<file path="src/rtl/gic_pkg.sv">
package gic_pkg;

  localparam int AXIS_W   = 16;
  localparam int DZ_W     = 15;
  localparam int TRIG_W   = 8;
  localparam int BTN_W    = 16;
  localparam int MAG_W    = 15;
  localparam int CFG_IDX_W = 2;

  localparam logic [CFG_IDX_W-1:0] REG_LEFT_DEADZONE  = 2'd0;
  localparam logic [CFG_IDX_W-1:0] REG_RIGHT_DEADZONE = 2'd1;
  localparam logic [CFG_IDX_W-1:0] REG_TRIG_THRESHOLD = 2'd2;

  localparam logic [DZ_W-1:0]   LEFT_DZ_RESET  = 15'd7849;
  localparam logic [DZ_W-1:0]   RIGHT_DZ_RESET = 15'd8689;
  localparam logic [TRIG_W-1:0] TRIG_RESET     = 8'd30;

  localparam logic [DZ_W-1:0] LIMIT_MAG = 15'd32767;
  localparam logic [31:0]     LIMIT_MAG_SQ = 32'd1073676289;

  localparam logic [1:0] JOB_DIR_X = 2'd0;
  localparam logic [1:0] JOB_DIR_Y = 2'd1;
  localparam logic [1:0] JOB_MAG   = 2'd2;

  // magnitude of a signed axis, -32768 gives 32768
  function automatic logic [AXIS_W:0] axis_abs(input logic [AXIS_W-1:0] a);
    logic [AXIS_W:0] e;
    e = {a[AXIS_W-1], a};
    return a[AXIS_W-1] ? (~e + 17'd1) : e;
  endfunction

endpackage

</file>
<file path="src/rtl/gamepad_input_conditioner_core.sv">
// Gamepad input conditioner. One polled sample per word in, one conditioned word out.
// Button edges and trigger thresholds are ready at once; the stick work runs on one
// shared subtract/compare unit under a sequencer: per stick five squarings and one
// sum step, then for each direction component a setup step, a 33-step restoring
// divide and a 17-step square root, and for the magnitude a setup step, a 32-step
// square root, a 16-step divide, a rounding step and a hand-off step. in_stall stays
// high from the moment a sample is taken until the result word is loaded, so no new
// sample is accepted before the last one is through; an axis inside the deadzone
// skips its divide and square root, and a clipped or zero magnitude skips its square
// root and divide. A result word still stalled at the output holds the sequencer
// until it is taken. Write configuration only while idle.
module gamepad_input_conditioner_core (
  input  logic        clk,
  input  logic        rst,
  input  logic        in_valid,
  output logic        in_stall,
  input  logic [15:0] buttons,
  input  logic [7:0]  left_trigger,
  input  logic [7:0]  right_trigger,
  input  logic signed [15:0] left_x,
  input  logic signed [15:0] left_y,
  input  logic signed [15:0] right_x,
  input  logic signed [15:0] right_y,
  output logic        out_valid,
  input  logic        out_stall,
  output logic [15:0] pressed_mask,
  output logic [15:0] released_mask,
  output logic [7:0]  left_trigger_force,
  output logic [7:0]  right_trigger_force,
  output logic signed [15:0] left_dir_x,
  output logic signed [15:0] left_dir_y,
  output logic signed [15:0] right_dir_x,
  output logic signed [15:0] right_dir_y,
  output logic [14:0] left_magnitude,
  output logic [14:0] right_magnitude,
  input  logic        cfg_we,
  input  logic [1:0]  cfg_index,
  input  logic [14:0] cfg_data
);
  import gic_pkg::*;

  localparam logic [2:0] ST_IDLE = 3'd0;
  localparam logic [2:0] ST_SQ   = 3'd1;
  localparam logic [2:0] ST_PREP = 3'd2;
  localparam logic [2:0] ST_JOB  = 3'd3;
  localparam logic [2:0] ST_DIV  = 3'd4;
  localparam logic [2:0] ST_SQRT = 3'd5;
  localparam logic [2:0] ST_DONE = 3'd6;

  logic [2:0]  state;
  logic [2:0]  sqi;
  logic [1:0]  job;
  logic        stick;
  logic [5:0]  cnt;

  logic [DZ_W-1:0]   left_dz, right_dz;
  logic [TRIG_W-1:0] trig_th;
  logic [BTN_W-1:0]  prev_buttons;

  logic [15:0] lx, ly, rx, ry;
  logic [15:0] w_pressed, w_released;
  logic [7:0]  w_lt, w_rt;
  logic [15:0] w_ldx, w_ldy, w_rdx, w_rdy;
  logic [14:0] w_lmag, w_rmag;

  logic [30:0] ax2, ay2, rx2, ry2, dz2;
  logic [31:0] m2d, m2r;

  logic [31:0] rem;
  logic [32:0] dlo;
  logic [31:0] dv;
  logic [32:0] quo;
  logic [63:0] rad;
  logic [33:0] srem;
  logic [31:0] root;

  logic [15:0] sx, sy;
  logic [DZ_W-1:0] dz;
  logic [16:0] ax_abs, ay_abs, dzx, dzy, mul_a;
  logic [33:0] mul_p;
  logic [35:0] sub_a, sub_b, sub_d;
  logic        sub_ge;
  logic        comp_neg;
  logic [17:0] lo_inc;
  logic [15:0] q16, comp;
  logic [17:0] mlo_inc;
  logic [14:0] mag_r;
  logic        in_acc;
  logic        quo_live;
  logic        out_load;

  assign in_stall = (state != ST_IDLE);
  assign in_acc   = in_valid && !in_stall;

  assign sx = stick ? rx : lx;
  assign sy = stick ? ry : ly;
  assign dz = stick ? right_dz : left_dz;
  assign ax_abs = axis_abs(sx);
  assign ay_abs = axis_abs(sy);
  assign dzx = (ax_abs < {2'b00, dz}) ? 17'd0 : ax_abs;
  assign dzy = (ay_abs < {2'b00, dz}) ? 17'd0 : ay_abs;

  always_comb begin
    case (sqi)
      3'd0:    mul_a = dzx;
      3'd1:    mul_a = dzy;
      3'd2:    mul_a = ax_abs;
      3'd3:    mul_a = ay_abs;
      default: mul_a = {2'b00, dz};
    endcase
  end
  assign mul_p = mul_a * mul_a;

  // shared trial subtract: divide step or square-root step
  always_comb begin
    if (state == ST_DIV) begin
      sub_a = {3'b000, rem, dlo[32]};
      sub_b = {4'b0000, dv};
    end else begin
      sub_a = {srem, rad[63:62]};
      sub_b = {2'b00, root, 2'b01};
    end
  end
  assign sub_d  = sub_a - sub_b;
  assign sub_ge = (sub_a >= sub_b);

  // direction component from the finished square root, rounded and signed
  assign comp_neg = (job == JOB_DIR_X) ? sx[15] : (!sy[15] && (sy != 16'd0));
  assign lo_inc = {1'b0, root[15:0], sub_ge} + 18'd1;
  assign q16 = lo_inc[16:1];
  always_comb begin
    if (comp_neg) comp = ~q16 + 16'd1;
    else if (q16[15]) comp = 16'h7FFF;
    else comp = q16;
  end

  assign mlo_inc = {1'b0, quo[16:0]} + 18'd1;
  assign mag_r = (mlo_inc[17:1] > 17'd32767) ? 15'h7FFF : mlo_inc[15:1];

  assign out_load = (state == ST_DONE) && stick && !quo_live && (!out_valid || !out_stall);

  always_ff @(posedge clk) begin
    if (rst) begin
      left_dz      <= LEFT_DZ_RESET;
      right_dz     <= RIGHT_DZ_RESET;
      trig_th      <= TRIG_RESET;
      prev_buttons <= '0;
      state        <= ST_IDLE;
      out_valid    <= 1'b0;
      sqi          <= '0;
      job          <= JOB_DIR_X;
      stick        <= 1'b0;
      cnt          <= '0;
      quo_live     <= 1'b0;
    end else begin
      if (cfg_we) begin
        case (cfg_index)
          REG_LEFT_DEADZONE:  left_dz <= cfg_data;
          REG_RIGHT_DEADZONE: right_dz <= cfg_data;
          REG_TRIG_THRESHOLD: trig_th <= cfg_data[7:0];
          default: ;
        endcase
      end
      if (out_load) out_valid <= 1'b1;
      else if (out_valid && !out_stall) out_valid <= 1'b0;

      case (state)
        ST_IDLE: begin
          if (in_acc) begin
            w_pressed    <= buttons & ~prev_buttons;
            w_released   <= ~buttons & prev_buttons;
            prev_buttons <= buttons;
            w_lt <= (left_trigger < trig_th) ? 8'd0 : left_trigger;
            w_rt <= (right_trigger < trig_th) ? 8'd0 : right_trigger;
            lx <= left_x;
            ly <= left_y;
            rx <= right_x;
            ry <= right_y;
            stick <= 1'b0;
            sqi   <= 3'd0;
            state <= ST_SQ;
          end
        end
        ST_SQ: begin
          case (sqi)
            3'd0:    ax2 <= mul_p[30:0];
            3'd1:    ay2 <= mul_p[30:0];
            3'd2:    rx2 <= mul_p[30:0];
            3'd3:    ry2 <= mul_p[30:0];
            default: dz2 <= mul_p[30:0];
          endcase
          if (sqi == 3'd4) state <= ST_PREP;
          sqi <= sqi + 3'd1;
        end
        ST_PREP: begin
          m2d   <= {1'b0, ax2} + {1'b0, ay2};
          m2r   <= {1'b0, rx2} + {1'b0, ry2};
          job   <= JOB_DIR_X;
          state <= ST_JOB;
        end
        ST_JOB: begin
          if (job == JOB_MAG) begin
            if ((dz == LIMIT_MAG) || (m2r <= {1'b0, dz2}) || (m2r >= LIMIT_MAG_SQ)) begin
              if ((dz == LIMIT_MAG) || (m2r <= {1'b0, dz2})) begin
                if (stick) w_rmag <= '0; else w_lmag <= '0;
              end else begin
                if (stick) w_rmag <= 15'h7FFF; else w_lmag <= 15'h7FFF;
              end
              // advance to the next stick or finish
              if (!stick) begin
                stick <= 1'b1;
                sqi   <= 3'd0;
                state <= ST_SQ;
              end else begin
                state <= ST_DONE;
              end
            end else begin
              rad   <= {m2r, 32'd0};
              srem  <= '0;
              root  <= '0;
              cnt   <= 6'd32;
              state <= ST_SQRT;
            end
          end else begin
            if (((job == JOB_DIR_X) ? ax2 : ay2) == 31'd0) begin
              case ({stick, job[0]})
                2'b00:   w_ldx <= '0;
                2'b01:   w_ldy <= '0;
                2'b10:   w_rdx <= '0;
                default: w_rdy <= '0;
              endcase
              job <= job + 2'd1;
            end else begin
              rem   <= {2'b00, ((job == JOB_DIR_X) ? ax2[30:1] : ay2[30:1])};
              dlo   <= {((job == JOB_DIR_X) ? ax2[0] : ay2[0]), 32'd0};
              dv    <= m2d;
              quo   <= '0;
              cnt   <= 6'd33;
              state <= ST_DIV;
            end
          end
        end
        ST_DIV: begin
          if (sub_ge) rem <= sub_d[31:0];
          else rem <= sub_a[31:0];
          dlo <= {dlo[31:0], 1'b0};
          quo <= {quo[31:0], sub_ge};
          if (cnt == 6'd1) begin
            if (job == JOB_MAG) begin
              quo_live <= 1'b1;
              state    <= ST_DONE;
            end else begin
              rad   <= {1'b0, quo[31:0], sub_ge, 30'd0};
              srem  <= '0;
              root  <= '0;
              cnt   <= 6'd17;
              state <= ST_SQRT;
            end
          end else begin
            cnt <= cnt - 6'd1;
          end
        end
        ST_SQRT: begin
          if (sub_ge) srem <= sub_d[33:0];
          else srem <= sub_a[33:0];
          root <= {root[30:0], sub_ge};
          rad  <= {rad[61:0], 2'b00};
          if (cnt == 6'd1) begin
            if (job == JOB_MAG) begin
              // divide (S - dz<<16) by (32767 - dz), S being the root
              rem   <= {16'd0, (root[30:15] - {1'b0, dz})};
              dlo   <= {root[14:0], sub_ge, 17'd0};
              dv    <= {17'd0, LIMIT_MAG - dz};
              quo   <= '0;
              cnt   <= 6'd16;
              state <= ST_DIV;
            end else begin
              state <= ST_JOB;
              job   <= job + 2'd1;
            end
          end else begin
            cnt <= cnt - 6'd1;
          end
        end
        ST_DONE: begin
          if (quo_live) begin
            // round the magnitude quotient
            if (stick) w_rmag <= mag_r; else w_lmag <= mag_r;
            quo_live <= 1'b0;
          end else if (!stick) begin
            stick <= 1'b1;
            sqi   <= 3'd0;
            state <= ST_SQ;
          end else if (out_load) begin
            pressed_mask        <= w_pressed;
            released_mask       <= w_released;
            left_trigger_force  <= w_lt;
            right_trigger_force <= w_rt;
            left_dir_x          <= w_ldx;
            left_dir_y          <= w_ldy;
            right_dir_x         <= w_rdx;
            right_dir_y         <= w_rdy;
            left_magnitude      <= w_lmag;
            right_magnitude     <= w_rmag;
            state               <= ST_IDLE;
          end
        end
        default: state <= ST_IDLE;
      endcase

      // capture finished results of the iterations
      if (state == ST_SQRT && cnt == 6'd1 && job != JOB_MAG) begin
        case ({stick, job[0]})
          2'b00:   w_ldx <= comp;
          2'b01:   w_ldy <= comp;
          2'b10:   w_rdx <= comp;
          default: w_rdy <= comp;
        endcase
      end
    end
  end

  a_busy_after_accept: assert property (@(posedge clk) disable iff (rst)
    in_acc |=> (state == ST_SQ))
    else $error("sample accepted but sequencer did not start");

  a_iter_count: assert property (@(posedge clk) disable iff (rst)
    ((state == ST_DIV) || (state == ST_SQRT)) |-> (cnt != 6'd0))
    else $error("iteration running with zero step count");

  a_div_nonzero: assert property (@(posedge clk) disable iff (rst)
    (state == ST_DIV) |-> (dv != 32'd0))
    else $error("divide started with zero divisor");

endmodule
</file>
<file path="config.mk">
export PLATFORM = sky130hd
export DESIGN_NAME = gamepad_input_conditioner_core
export DESIGN_NICKNAME = d
export VERILOG_FILES = /design/src/rtl/gic_pkg.sv /design/src/rtl/gamepad_input_conditioner_core.sv
export SDC_FILE = /design/constraint.sdc
export NUM_CORES = 2
export LEC_CHECK = 0
export BUFFER_PORTS_ARGS = -buffer_cell sky130_fd_sc_hd__buf_2
export CORE_MARGIN = 8
export CORE_UTILIZATION = 55
export CTS_CLUSTER_SIZE = 40
export DETAILED_ROUTE_END_ITERATION = 8
export GPL_TIMING_DRIVEN = 0
export HOLD_SLACK_MARGIN = 0.08
export PLACE_DENSITY_LB_ADDON = 0.15
export SETUP_SLACK_MARGIN = 0.05
export SYNTH_ARGS = -nofsm -noshare
export SYNTH_HDL_FRONTEND = slang
export SYNTH_SLANG_ARGS = --single-unit
</file>
<file path="constraint.sdc">
create_clock -name clk -period 26.4 [get_ports clk]
set_input_delay 3.96 -clock clk [delete_from_list [all_inputs] [get_ports clk]]
set_output_delay 3.96 -clock clk [all_outputs]
set_load 0.05 [all_outputs]
</file>
==> flow_summary.json <==
{
  "tns_ns": 0,
  "path_clk_slew_ns": 0.06,
  "drv_slew": 0,
  "rsz0062_at_grt": "no",
  "root_buffer": "clkbuf_16",
  "nFillCells": 6881,
  "yosys-top-cells-area": "edfxtp_1 (48%), fa_1 (8.1%), ha_1 (7.4%), nand2_1 (4.0%), dfxtp_1 (3.0%)",
  "netlist_top_cells_count": "edfxtp_1 (774), nand2_1 (512), inv_1 (363)",
  "cts_buffer_depth": 3,
  "outcome": "finished clean",
  "max_cap_violations": 0,
  "seqCellArea_um2": 24700,
  "ys.warnings.count": 0,
  "cp-start-kind": "flop",
  "timing.rr.start": "stick",
  "synthCells": 4192,
  "htree_levels": 3,
  "yosysTopAreaCell": "edfxtp_1",
  "place.gp.congestion": 0.938,
  "insertion_delay_ns": 0.65,
  "overflow": 0,
  "worst_hold_path_type": "flop to flop",
  "skew_ns": 0.0257,
  "fin_ws_ns": 11.75,
  "syn_avg_cell_area_um2": 11.5,
  "hold_path_end": "left_magnitude[13]",
  "hold_violations": 0,
  "grt_util_all_layers_pct": 25.4,
  "synth.distinct_cells": 97,
  "via_count": 33400,
  "die_x_um": 312,
  "synth-edff-count": 774,
  "timing.rr.end": "dz2[29]",
  "synth_top_area_share_pct": 48.4,
  "finalSetupViolCount": 0,
  "cp_common_cell": "buf_2",
  "multi_input_area_um2": 21300,
  "nNetsFinal": 5210,
  "io_buffers": 260,
  "path_class": "flop to flop",
  "ant_nets": 0,
  "syn_to_final_growth_pct": 13.5,
  "core_um2": 86600,
  "layout-drive-gt1-share_pct": 11.7,
  "viasPerCell": 5.72,
  "cp.arrival_ns": 15.00,
  "fmax_mhz": 68.3,
  "grt_pass1_wl_um": 194000,
  "holdBufCountCts": 0,
  "wl_per_cell_um": 21.6,
  "netlist_area_um2": 48000,
  "crit_required_ns": 26.75,
  "first_global_vias": 32900,
  "clock_sinks": 845,
  "post-place-ws_ns": 11.98,
  "rr_worst_depth": 50,
  "drtPass1Iterations": 6,
  "hold_depth": 0,
  "dp_hpwl_um": 97400,
  "synth_ff_type": "edfxtp_1",
  "start_util_pct": 55.4,
  "post_cts_buffers": 0,
  "dieArea_um2": 97000,
  "synthMostInstantiatedCell": "edfxtp_1",
  "synthArstFlopShare_pct": 0,
  "antenna_found_initial": 5,
  "ys_ff_latch": 845,
  "slowest_stage": "clkinv_1",
  "first_iter_violations": 3322,
  "fin_crit_ns": 14.65,
  "grt_start_max_net_pins": 65,
  "cts_buffers": 89,
  "final.period_utilization_pct": 55.5,
  "max_slew_margin_pct": 14.3,
  "rows": 108,
  "routed_wirelength_um": 126000,
  "crit_fanout": 10,
  "seq_area_frac_synth_pct": 51.4,
  "ios": 262,
  "endpoint_kind": "flop",
  "cts_tree": "yes",
  "critical_path.max_stage_delay_ns": 0.74,
  "drc": 0,
  "cts-resized-gates": 0,
  "die_height_um": 312,
  "rrSetupSlack_ns": 11.75,
  "tightest_slew_ns": 1.25,
  "hold_path.startpoint": "w_lmag[13]"
}
worst max-delay path by stage:
stage	start	endpoint	slack [ns]	cells after the start
6_report	stick	dz2[29]	11.75	50
4_1_cts	stick	dz2[29]	11.89	50
3_5_place_dp	stick	rx2[29]	11.98	50
2_1_floorplan	rst	left_dir_x[0]	5.88	4
5_1_grt	stick	dz2[29]	10.95	50
3_3_place_gp	rst	right_magnitude[13]	0.09	4
critical path: cells and delay by family, from the launching register on:
family / cells / cell delay [ns]
and+or+nand+nor: 4 / 0.69
buffers and inverters: 15 / 3.68
DFF: 1 / 0.39
muxes: 1 / 0.36
xor gates and xnor gates: 2 / 0.74
AOI/OAI and AO/OA: 19 / 4.84
adders and majority gates: 9 / 3.63
cell usage in the layout (no fill, tap or decap), types with 84 or more instances in the layout:
| cell | instances |
|---|---|
| edfxtp_1 | 774 |
| nand2_1 | 512 |
| inv_1 | 363 |
| buf_2 | 289 |
| clkbuf_16 | 90 |
| nor2_1 | 277 |
| xnor2_1 | 120 |
| nor2b_1 | 84 |
| clkbuf_1 | 122 |
| a21oi_1 | 210 |
| o21ai_0 | 179 |
| mux2i_1 | 123 |
| fa_1 | 194 |
| ha_1 | 285 |
stage by stage:
step / hold WS (ns) / std cells / utilization (%) / area [µm²]
detailed placement: 0.405 / 5676 / 59.4 / 51500
CTS: 0.417 / 5843 / 62.9 / 54500
floorplan: 0.400 / 4212 / - / 48100
global placement: 0.401 / 5627 / 58.7 / 50800
global route: 0.421 / 5847 / 62.9 / 54500
finish: 0.415 / 5849 / 62.9 / 54500
layout make-up:
class	count	area share [%]
tap	1155	2.65
multi-input combinational	2839	39.1
buffer	157	1.47
clock buffer	109	4.30
antenna	5	0.0230
clock inverter	58	1.17
inverter	371	2.56
timing repair buffer	310	3.46
sequential	845	45.3
registers in the layout (all words and copies together), names as in the netlist, 30 cells and up:
| signal | flops |
|---|---|
| ry2 | 30 |
| ax2 | 30 |
| m2r | 32 |
| ay2 | 30 |
| root | 32 |
| dv | 32 |
| quo | 32 |
| rx2 | 30 |
| srem | 34 |
| dz2 | 30 |
| rad | 34 |
| rem | 32 |
| m2d | 32 |
kinds of logic after synthesis:
family,count (synthesis),share of synthesized area (%)
simple gates,1278,12.4
flops,845,51.4
xor+xnor,181,3.32
compound gates,738,9.84
fa+ha+maj,479,15.5
other cells,2,0.0156
mux,141,2.99
buf+inv,528,4.56
routing by layer:
metal  vias to the layer above  global-route usage (%)  wire (µm)
met5                         -                       0         30
li1                      15700                       -          -
met4                         4                    9.18       4950
met3                       231                    3.76       8810
met1                     16200                    34.0      52700
met2                      1246                    42.1      59600
Power is left out: the tool's default activity adds up to more than one toggle a clock period on the data nets, which glitch-free logic cannot reach.
